<file path="src/rtl/chdg_pkg.sv">
// Shared constants and the arctangent table for the compass heading CORDIC core.
package chdg_pkg;

  // Pipeline depth: one micro-rotation per register stage (12..24)
  localparam int unsigned CORDIC_STAGES = 16;
  localparam int unsigned TABLE_LEN     = 24;

  // Vector components: 16-bit sample, 16 fraction bits, room for sign, negation and gain
  localparam int unsigned XW = 36;
  // Angle accumulator: degrees with 16 fraction bits, covers (-100, 280) degrees
  localparam int unsigned ZW = 26;
  localparam int unsigned HW = 9;

  localparam logic signed [ZW-1:0] HALF_TURN = ZW'(180 * 65536);
  localparam logic signed [ZW-1:0] FULL_TURN = ZW'(360 * 65536);

  // Headings handed out directly for the exact cases
  localparam logic [HW-1:0] HDG_0   = HW'(0);
  localparam logic [HW-1:0] HDG_45  = HW'(45);
  localparam logic [HW-1:0] HDG_90  = HW'(90);
  localparam logic [HW-1:0] HDG_135 = HW'(135);
  localparam logic [HW-1:0] HDG_180 = HW'(180);
  localparam logic [HW-1:0] HDG_225 = HW'(225);
  localparam logic [HW-1:0] HDG_270 = HW'(270);
  localparam logic [HW-1:0] HDG_315 = HW'(315);

  // atan(2^-i) in degrees, scaled by 65536, rounded to nearest
  localparam logic signed [ZW-1:0] ATAN_DEG_Q16 [TABLE_LEN] = '{
    26'sd2949120, 26'sd1740967, 26'sd919879, 26'sd466945,
    26'sd234379,  26'sd117304,  26'sd58666,  26'sd29335,
    26'sd14668,   26'sd7334,    26'sd3667,   26'sd1833,
    26'sd917,     26'sd458,     26'sd229,    26'sd115,
    26'sd57,      26'sd29,      26'sd14,     26'sd7,
    26'sd4,       26'sd2,       26'sd1,      26'sd0
  };

endpackage

</file>
<file path="src/rtl/compass_heading_atan2_core.sv">
// Top level: pipelined CORDIC vectoring core that turns a magnetometer (x, y) word into a heading.
//
// Usage
//   Input channel: drive mag_x_i / mag_y_i (signed 16 bit) and raise start_i. A word
//   is taken at every rising edge where start_i is high and busy_o is low. busy_o
//   is held low: the core takes a new word in every cycle.
//   Result channel: heading_deg_o (0..359, whole degrees, fraction dropped) is shown
//   for exactly one cycle with done_o high. The receiver cannot hold results off and
//   the core never needs it to: words leave in the order they came in.
// Pipeline
//   One entry stage (half-plane fold and exact-case detection), CORDIC_STAGES
//   micro-rotation stages, one wrap/output stage, each registered. One word per
//   cycle sustained, since busy_o is never raised; each micro-rotation stage
//   holds one 36-bit add/sub pair for x and y.
// Reset
//   rst_ni (async, active low) clears every valid bit; data registers are not reset.
//   No state is kept between words.
module compass_heading_atan2_core
  import chdg_pkg::*;
(
  input  logic                 clk_i,
  input  logic                 rst_ni,
  input  logic                 start_i,
  output logic                 busy_o,
  input  logic signed [15:0]   mag_x_i,
  input  logic signed [15:0]   mag_y_i,
  output logic                 done_o,
  output logic [HW-1:0]        heading_deg_o
);

  localparam int unsigned NS = CORDIC_STAGES;

  logic accept;

  // Entry stage signals
  logic signed [16:0]   ax, ay;
  logic                 sp_d;
  logic [HW-1:0]        spv_d;
  logic signed [XW-1:0] x_ext, y_ext;

  // Per-stage pipeline registers, index 0 is the entry stage
  logic                 v_q   [NS+1];
  logic                 sp_q  [NS+1];
  logic [HW-1:0]        spv_q [NS+1];
  logic signed [XW-1:0] x_q   [NS+1];
  logic signed [XW-1:0] y_q   [NS+1];
  logic signed [ZW-1:0] z_q   [NS+1];
  logic signed [XW-1:0] x_d   [NS+1];
  logic signed [XW-1:0] y_d   [NS+1];
  logic signed [ZW-1:0] z_d   [NS+1];

  // Output stage
  logic signed [ZW-1:0] z_wrap;
  logic [HW-1:0]        heading_d, heading_q;
  logic                 done_q;

  assign busy_o = 1'b0;
  assign accept = start_i & ~busy_o;

  // ---------------------------------------------------------------------------
  // Entry stage: exact cases and fold of the left half plane
  // ---------------------------------------------------------------------------
  always_comb begin
    ax = mag_x_i[15] ? -17'(mag_x_i) : 17'(mag_x_i);
    ay = mag_y_i[15] ? -17'(mag_y_i) : 17'(mag_y_i);

    sp_d  = 1'b1;
    spv_d = HDG_0;
    if (mag_x_i == 16'sd0 && mag_y_i == 16'sd0) begin
      spv_d = HDG_0;
    end else if (mag_y_i == 16'sd0) begin
      spv_d = mag_x_i[15] ? HDG_180 : HDG_0;
    end else if (mag_x_i == 16'sd0) begin
      spv_d = mag_y_i[15] ? HDG_270 : HDG_90;
    end else if (ax == ay) begin
      if (!mag_x_i[15]) begin
        spv_d = mag_y_i[15] ? HDG_315 : HDG_45;
      end else begin
        spv_d = mag_y_i[15] ? HDG_225 : HDG_135;
      end
    end else begin
      sp_d = 1'b0;
    end

    // sample scaled by 2^16
    x_ext = {{(XW-32){mag_x_i[15]}}, mag_x_i, 16'h0000};
    y_ext = {{(XW-32){mag_y_i[15]}}, mag_y_i, 16'h0000};
    if (mag_x_i[15]) begin
      x_d[0] = -x_ext;
      y_d[0] = -y_ext;
      z_d[0] = HALF_TURN;
    end else begin
      x_d[0] = x_ext;
      y_d[0] = y_ext;
      z_d[0] = '0;
    end
  end

  always_ff @(posedge clk_i or negedge rst_ni) begin
    if (!rst_ni) begin
      v_q[0] <= 1'b0;
    end else begin
      v_q[0] <= accept;
    end
  end

  always_ff @(posedge clk_i) begin
    sp_q[0]  <= sp_d;
    spv_q[0] <= spv_d;
    x_q[0]   <= x_d[0];
    y_q[0]   <= y_d[0];
    z_q[0]   <= z_d[0];
  end

  // ---------------------------------------------------------------------------
  // Micro-rotation stages: stage k rotates by atan(2^-k) toward y = 0
  // ---------------------------------------------------------------------------
  for (genvar k = 0; k < NS; k++) begin : g_rot
    always_comb begin
      if (!y_q[k][XW-1]) begin
        x_d[k+1] = x_q[k] + (y_q[k] >>> k);
        y_d[k+1] = y_q[k] - (x_q[k] >>> k);
        z_d[k+1] = z_q[k] + ATAN_DEG_Q16[k];
      end else begin
        x_d[k+1] = x_q[k] - (y_q[k] >>> k);
        y_d[k+1] = y_q[k] + (x_q[k] >>> k);
        z_d[k+1] = z_q[k] - ATAN_DEG_Q16[k];
      end
    end

    always_ff @(posedge clk_i or negedge rst_ni) begin
      if (!rst_ni) begin
        v_q[k+1] <= 1'b0;
      end else begin
        v_q[k+1] <= v_q[k];
      end
    end

    always_ff @(posedge clk_i) begin
      sp_q[k+1]  <= sp_q[k];
      spv_q[k+1] <= spv_q[k];
      x_q[k+1]   <= x_d[k+1];
      y_q[k+1]   <= y_d[k+1];
      z_q[k+1]   <= z_d[k+1];
    end
  end

  // ---------------------------------------------------------------------------
  // Output stage: wrap negative angles into [0, 360) and drop the fraction
  // ---------------------------------------------------------------------------
  always_comb begin
    z_wrap = z_q[NS][ZW-1] ? (z_q[NS] + FULL_TURN) : z_q[NS];
    heading_d = sp_q[NS] ? spv_q[NS] : z_wrap[16 +: HW];
  end

  always_ff @(posedge clk_i or negedge rst_ni) begin
    if (!rst_ni) begin
      done_q <= 1'b0;
    end else begin
      done_q <= v_q[NS];
    end
  end

  always_ff @(posedge clk_i) begin
    heading_q <= heading_d;
  end

  assign done_o        = done_q;
  assign heading_deg_o = heading_q;

endmodule
</file>
<file path="config.mk">
export PLATFORM = sky130hd
export DESIGN_NAME = compass_heading_atan2_core
export DESIGN_NICKNAME = d
export VERILOG_FILES = /design/src/rtl/chdg_pkg.sv /design/src/rtl/compass_heading_atan2_core.sv
export SDC_FILE = /design/constraint.sdc
export NUM_CORES = 2
export LEC_CHECK = 0
export BUFFER_PORTS_ARGS = -buffer_cell sky130_fd_sc_hd__buf_4
export CAP_MARGIN = 30
export CORE_MARGIN = 2
export CORE_UTILIZATION = 55
export CTS_CLUSTER_DIAMETER = 60
export CTS_CLUSTER_SIZE = 10
export DETAILED_ROUTE_END_ITERATION = 8
export GPL_ROUTABILITY_DRIVEN = 0
export GPL_TIMING_DRIVEN = 0
export HOLD_SLACK_MARGIN = 0.03
export PLACE_DENSITY = 0.77
export SYNTH_ARGS = -nofsm -noshare
export SYNTH_HDL_FRONTEND = slang
export SYNTH_SLANG_ARGS = --single-unit
</file>
<file path="constraint.sdc">
create_clock -name clk_i -period 8.6 [get_ports clk_i]
set_input_delay 1.29 -clock clk_i [delete_from_list [all_inputs] [get_ports clk_i]]
set_output_delay 1.29 -clock clk_i [all_outputs]
set_load 0.01 [all_outputs]
</file>
# ---- After elaboration in Yosys (flattened, before gate mapping)
# Memories as Yosys holds them, arrays and structs flattened.
# Index checks and enable logic that the tools add are counted.
dict set report classes {
  add_sub_neg 100
  muxes 68
  n_reduce_logical 3
  n_eq_ne 1
}
# cell count
set ops {}
lappend ops {{2-to-1 mux 36 bit} 34}
lappend ops {{2-to-1 mux 26 bit} 16}
lappend ops {{adder 36 x 21 -> 36 bit} 2}
lappend ops {{adder 36 x 22 -> 36 bit} 2}
lappend ops {{adder 36 x 23 -> 36 bit} 2}
lappend ops {{adder 36 x 24 -> 36 bit} 2}
lappend ops {{adder 36 x 25 -> 36 bit} 2}
lappend ops {{adder 36 x 26 -> 36 bit} 2}
lappend ops {{adder 36 x 27 -> 36 bit} 2}
lappend ops {{adder 36 x 28 -> 36 bit} 2}
lappend ops {{adder 36 x 29 -> 36 bit} 2}
lappend ops {{adder 36 x 30 -> 36 bit} 2}
lappend ops {{adder 36 x 31 -> 36 bit} 2}
lappend ops {{adder 36 x 32 -> 36 bit} 2}
lappend ops {{adder 36 x 33 -> 36 bit} 2}
lappend ops {{adder 36 x 34 -> 36 bit} 2}
lappend ops {{adder 36 x 35 -> 36 bit} 2}
lappend ops {{2-to-1 mux 9 bit} 8}
lappend ops {{negation 32 -> 36 bit} 2}
lappend ops {{subtractor 36 x 21 -> 36 bit} 2}
lappend ops {{subtractor 36 x 22 -> 36 bit} 2}
lappend ops {{subtractor 36 x 23 -> 36 bit} 2}
lappend ops {{subtractor 36 x 24 -> 36 bit} 2}
lappend ops {{subtractor 36 x 25 -> 36 bit} 2}
lappend ops {{other kinds (55)} 72}
dict set report word_totals {
  out_inout_bits 11
  mem_count 5
  ram_bits 1836
  reg_bits 27
  in_bits 35
}
# name depth word_bits rd rd_clocked_by_memory_dff write_ports line
set memory_table {}
lappend memory_table {x_q 17 36 16 0 17 compass_heading_atan2_core.sv:45} ;# logic signed [XW-1:0] x_q [NS+1];
lappend memory_table {y_q 17 36 16 0 17 compass_heading_atan2_core.sv:46} ;# logic signed [XW-1:0] y_q [NS+1];
lappend memory_table {z_q 17 26 17 0 17 compass_heading_atan2_core.sv:47} ;# logic signed [ZW-1:0] z_q [NS+1];
lappend memory_table {spv_q 17 9 17 0 17 compass_heading_atan2_core.sv:44} ;# logic [HW-1:0] spv_q [NS+1];
lappend memory_table {sp_q 17 1 17 0 17 compass_heading_atan2_core.sv:43} ;# logic sp_q [NS+1];

# ---- Longest topological paths before layout
dict set report depth {
  ltp_word 7
  depth_mapped 23
}

# ---- Worst setup path after synthesis
# Ideal clock, no wire load.
dict set report synth_path {
  path_kind {input port to flip-flop}
  startpoint {in mag_y_i[1]}
  endpoint {mem spv_q[0][4]}
  slack_ps 3861
  path_stages 16
  required_time_ps 8521
  path_buffers 0
  arrival_time_ps 4660
  setup_time_ps 79
  path_cell_list {inv_1 -> ha_1 -> or3b_4 -> or4_4 -> or2_4 -> or3_4 -> nor3_2 -> ha_1 -> xor2_1 -> nor4_1 -> nor4b_1 -> nand4b_1 -> nor3_1 -> and3_4 -> nand2_4 -> o211ai_1}
}
# item line
set synth_lines {}
lappend synth_lines {{start, declared} compass_heading_atan2_core.sv:26} ;# input logic signed [15:0] mag_y_i,
lappend synth_lines {{end, declared} compass_heading_atan2_core.sv:44}

==> key figures <==
Setup path
  • Data arrival, critical path: ~7.2 ns
  • Reg-to-Reg Start: y_q[0][215]
  • Setup crit start: y_q[0][215]
  • Required time at the worst-slack endpoint: 9.33 ns
  • Crit-path max cell delay: between 0.9 and 1 ns
  • Worst setup EP type: flip-flop
  • Reg2reg setup slack: about 2.2 ns
  • Worst-case reg-to-reg path depth: 20
  • Worst setup path class: flip-flop to flip-flop
  • Critical Path Most Common Cell: sky130_fd_sc_hd__o21ai_0
  • Critical Path Slowest Stage Cell: sky130_fd_sc_hd__dfxtp_1
  • Largest fanout on the critical path: 15
  • Startpoint class of the critical path: flip-flop
  • RR Endpoint: y_q[0][250]
  • Series of cell instances along the critical path: buf_2 -> clkbuf_1 -> buf_8 -> clkbuf_1 -> a21oi_1 -> xor2_1 -> ha_1 -> inv_1 -> fa_1 -> nor2b_1 -> o21ai_0 -> a21boi_0 -> o21ai_0 -> a211oi_1 -> o41ai_1 -> o21ai_0 -> nor3_1 -> o21bai_1 -> a21oi_1 -> xnor2_1

Timing
  • Clock Skews: roughly 0.058 ns
  • Setup violation total in the final timing report: 0
  • Ratio of final minimum period to clock period: 0.7473
  • Hold violation total from the final report: 0
  • Actual transition at the worst max-transition pin: approximately 1.1 ns
  • RSZ-0062 raised after global routing: no
  • TNS Setup: 0 ns
  • Slew headroom: 0.2455
  • Highest clock rate: 0.1556 GHz
  • Time the worst path needs with I/O delays and setup: 6.427 ns
  • Max Slew Vio Count: 0

Clock tree
  • Count of hold-fix buffers inserted at cts: 0
  • Cells resized by post-CTS repair: 0
  • Number of clock buffers inserted by TritonCTS: 174
  • Number of sinks on the clock net: approximately 1.5k
  • Setup repair bufs after CTS: 0
  • Clock tree from TritonCTS: done
  • H-tree depth reported by CTS: 4
  • Root cell of the clock tree: sky130_fd_sc_hd__clkbuf_16
  • Clock insertion delay at the later pin of the skew report: between 0.8 and 0.9 ns
  • Clk slew on worst S/H paths: around 0.050 ns
  • Clk buf depth: 3

GRT
  • Final global-route overflow total: 0
  • Largest net degree at the start of global routing: 24
  • Number of antenna violations at the first check in global routing: 15
  • Number of global-route vias before repair: ~83k
  • Overall track demand over capacity in global routing: 0.2753
  • First-pass GRT wire length: approximately 420,000 um

Floorplan
  • Initial Utilization: 0.5543
  • Row Count: 155
  • Height of the die: 428.3 um
  • Number of top-level pins: between 40 and 50
  • Area of the core: about 0.18 mm2
  • DIE AREA: about 0.18 mm2
  • Overall die width: ~430 um

Logic synthesis
  • Share of synthesized flip-flops with an asynchronous set or reset: 0.01235
  • Portion of synthesized cell area occupied by the leading cell type: 0.2912
  • Area contributors post-synth: sky130_fd_sc_hd__dfxtp_1 (29%), sky130_fd_sc_hd__ha_1 (16%), sky130_fd_sc_hd__xnor2_1 (9.9%), sky130_fd_sc_hd__a21oi_1 (5.8%), sky130_fd_sc_hd__xor2_1 (5.2%)
  • Most frequently used flop master after synthesis: sky130_fd_sc_hd__dfxtp_1
  • Combined area of all synthesized cells: between 0.09 and 0.1 mm2
  • Share of the yosys chip area belonging to registers: 0.2957
  • FF+latch count, synth: approximately 1.5k
  • Mean cell area of the mapped netlist: roughly 8.6 um2
  • Count leader, synth: sky130_fd_sc_hd__dfxtp_1
  • Distinct cell type count after synthesis: 108
  • Count of yosys warnings during synthesis: 0
  • Synth cell count leaders: sky130_fd_sc_hd__dfxtp_1 (1,440), sky130_fd_sc_hd__ha_1 (1,266), sky130_fd_sc_hd__a21oi_1 (1,147)
  • Cell type with the largest total area after synthesis: sky130_fd_sc_hd__dfxtp_1
  • Synthesized instance count: between 10k and 15k
  • Count of flip-flops with a built-in enable after synthesis: 0

Route
  • Avg WL per Cell: 18.53 um
  • Number of iterations in the first detailed-routing pass: 7
  • Via-to-Cell Ratio: roughly 6
  • Count of unresolved DRC violations after routing: 0
  • Routed WL: 262,300 um
  • Drt first-iter violations: approximately 7.0k
  • Count of vias placed by the detailed router: between 80k and 90k
  • Antenna-violating nets left: 0

Worst hold path
  • Hold/Removal Path Class: input port to asynchronous set/reset pin

Outcome
  • Result of the run: completed

Final layout
  • Ant diodes: 0
  • Area added between synthesis and finish: 8.741%
  • Number of nets at the end of the flow: 13.08k
  • Fraction of layout instances using a drive strength above 1: 0.03483
  • Final-layout fill cell count: approximately 15k
  • FF+latch area: about 0.03 mm2
  • Multi-input logic area: between 0.06 and 0.07 mm2

Placement
  • HPWL reported at the end of detailed placement: 208,400 um
  • Port-buffer cells: 41

Job
  • Count of maximum capacitance violations: 0
[sequential cells by signal, indices dropped and copies added (netlist names)]
name	flops
sp_q	17
z_q	354
v_q	17
heading_deg_o	9
y_q	464
done_o	1
x_q	443
spv_q	153
[cell families after synthesis]
kind of cell / Yosys count / share of synthesized area
simple gates: 3166 / 0.1530
other cells: 1 / 0.00003788
xor+xnor: 1704 / 0.1508
compound gates: 3150 / 0.2014
fa+ha+maj: 1299 / 0.1667
flops: 1458 / 0.2957
mux: 60 / 0.006534
buf+inv: 678 / 0.02588
[worst max path at each step]
stage,to,cells past startpoint
3_3_place_gp,y_q[0][250],19
2_1_floorplan,spv_q[0][4],16
6_report,y_q[0][250],20
5_1_grt,y_q[0][250],20
3_5_place_dp,y_q[0][250],19
4_1_cts,y_q[0][250],19
[layout by cell type, fill, tap and decap left out, types with 186 or more instances in the layout]
cell	netlist	final
sky130_fd_sc_hd__dfxtp_1	1440	1440
sky130_fd_sc_hd__ha_1	1266	1266
sky130_fd_sc_hd__a21oi_1	1147	1147
sky130_fd_sc_hd__nor2_1	1146	1146
sky130_fd_sc_hd__xnor2_1	1120	1120
sky130_fd_sc_hd__xor2_1	584	584
sky130_fd_sc_hd__nand2_1	577	577
sky130_fd_sc_hd__inv_1	517	517
sky130_fd_sc_hd__o21ai_0	487	487
sky130_fd_sc_hd__a21o_1	434	434
sky130_fd_sc_hd__nor3_1	334	334
sky130_fd_sc_hd__o21a_1	192	192
sky130_fd_sc_hd__nand3_1	186	186
[final cells by class]
class,count,area share
clock inverters,31,0.005753
inverters,523,0.01824
repair buffers,49,0.004649
multi-input cells,9383,0.6239
clock buffers,201,0.04250
flip-flops and latches,1458,0.2720
plain buffers,155,0.005567
well taps,2355,0.02737
[routing by layer]
metal | global-route usage | routed length, um | vias to the layer above
met1 | 0.3261 | 105400 | 39930
met4 | 0.1511 | 15060 | 16
li1 | - | - | 41370
met2 | 0.4688 | 121700 | 3338
met5 | 0 | 110 | -
met3 | 0.05196 | 20040 | 906
[through the flow]
step | cells | worst slack, ns | area, um2 | utilization | hold WS [ns]
floorplan | 11520 | 3.861 | 99010 | - | 0.3096
CTS | 14150 | 2.190 | 107600 | 0.6026 | 0.2670
finish | 14160 | 2.173 | 107700 | 0.6027 | 0.3018
global route | 14160 | 1.971 | 107700 | 0.6027 | 0.2942
detailed placement | 13920 | 2.283 | 102400 | 0.5735 | 0.3121
global placement | 13920 | 2.367 | 102300 | 0.5725 | 0.3103
[critical path: cells and delay by family (launching register included)]
family | cells | cell delay (ns)
flops | 1 | 0.96
simple gates | 2 | 0.30
fa+ha+maj | 2 | 0.43
xor+xnor | 2 | 0.34
buf+inv | 5 | 1.68
compound gates | 9 | 2.59
Power is left out: the tool's default activity adds up to more than one toggle a clock period on the data nets, which glitch-free logic cannot reach.
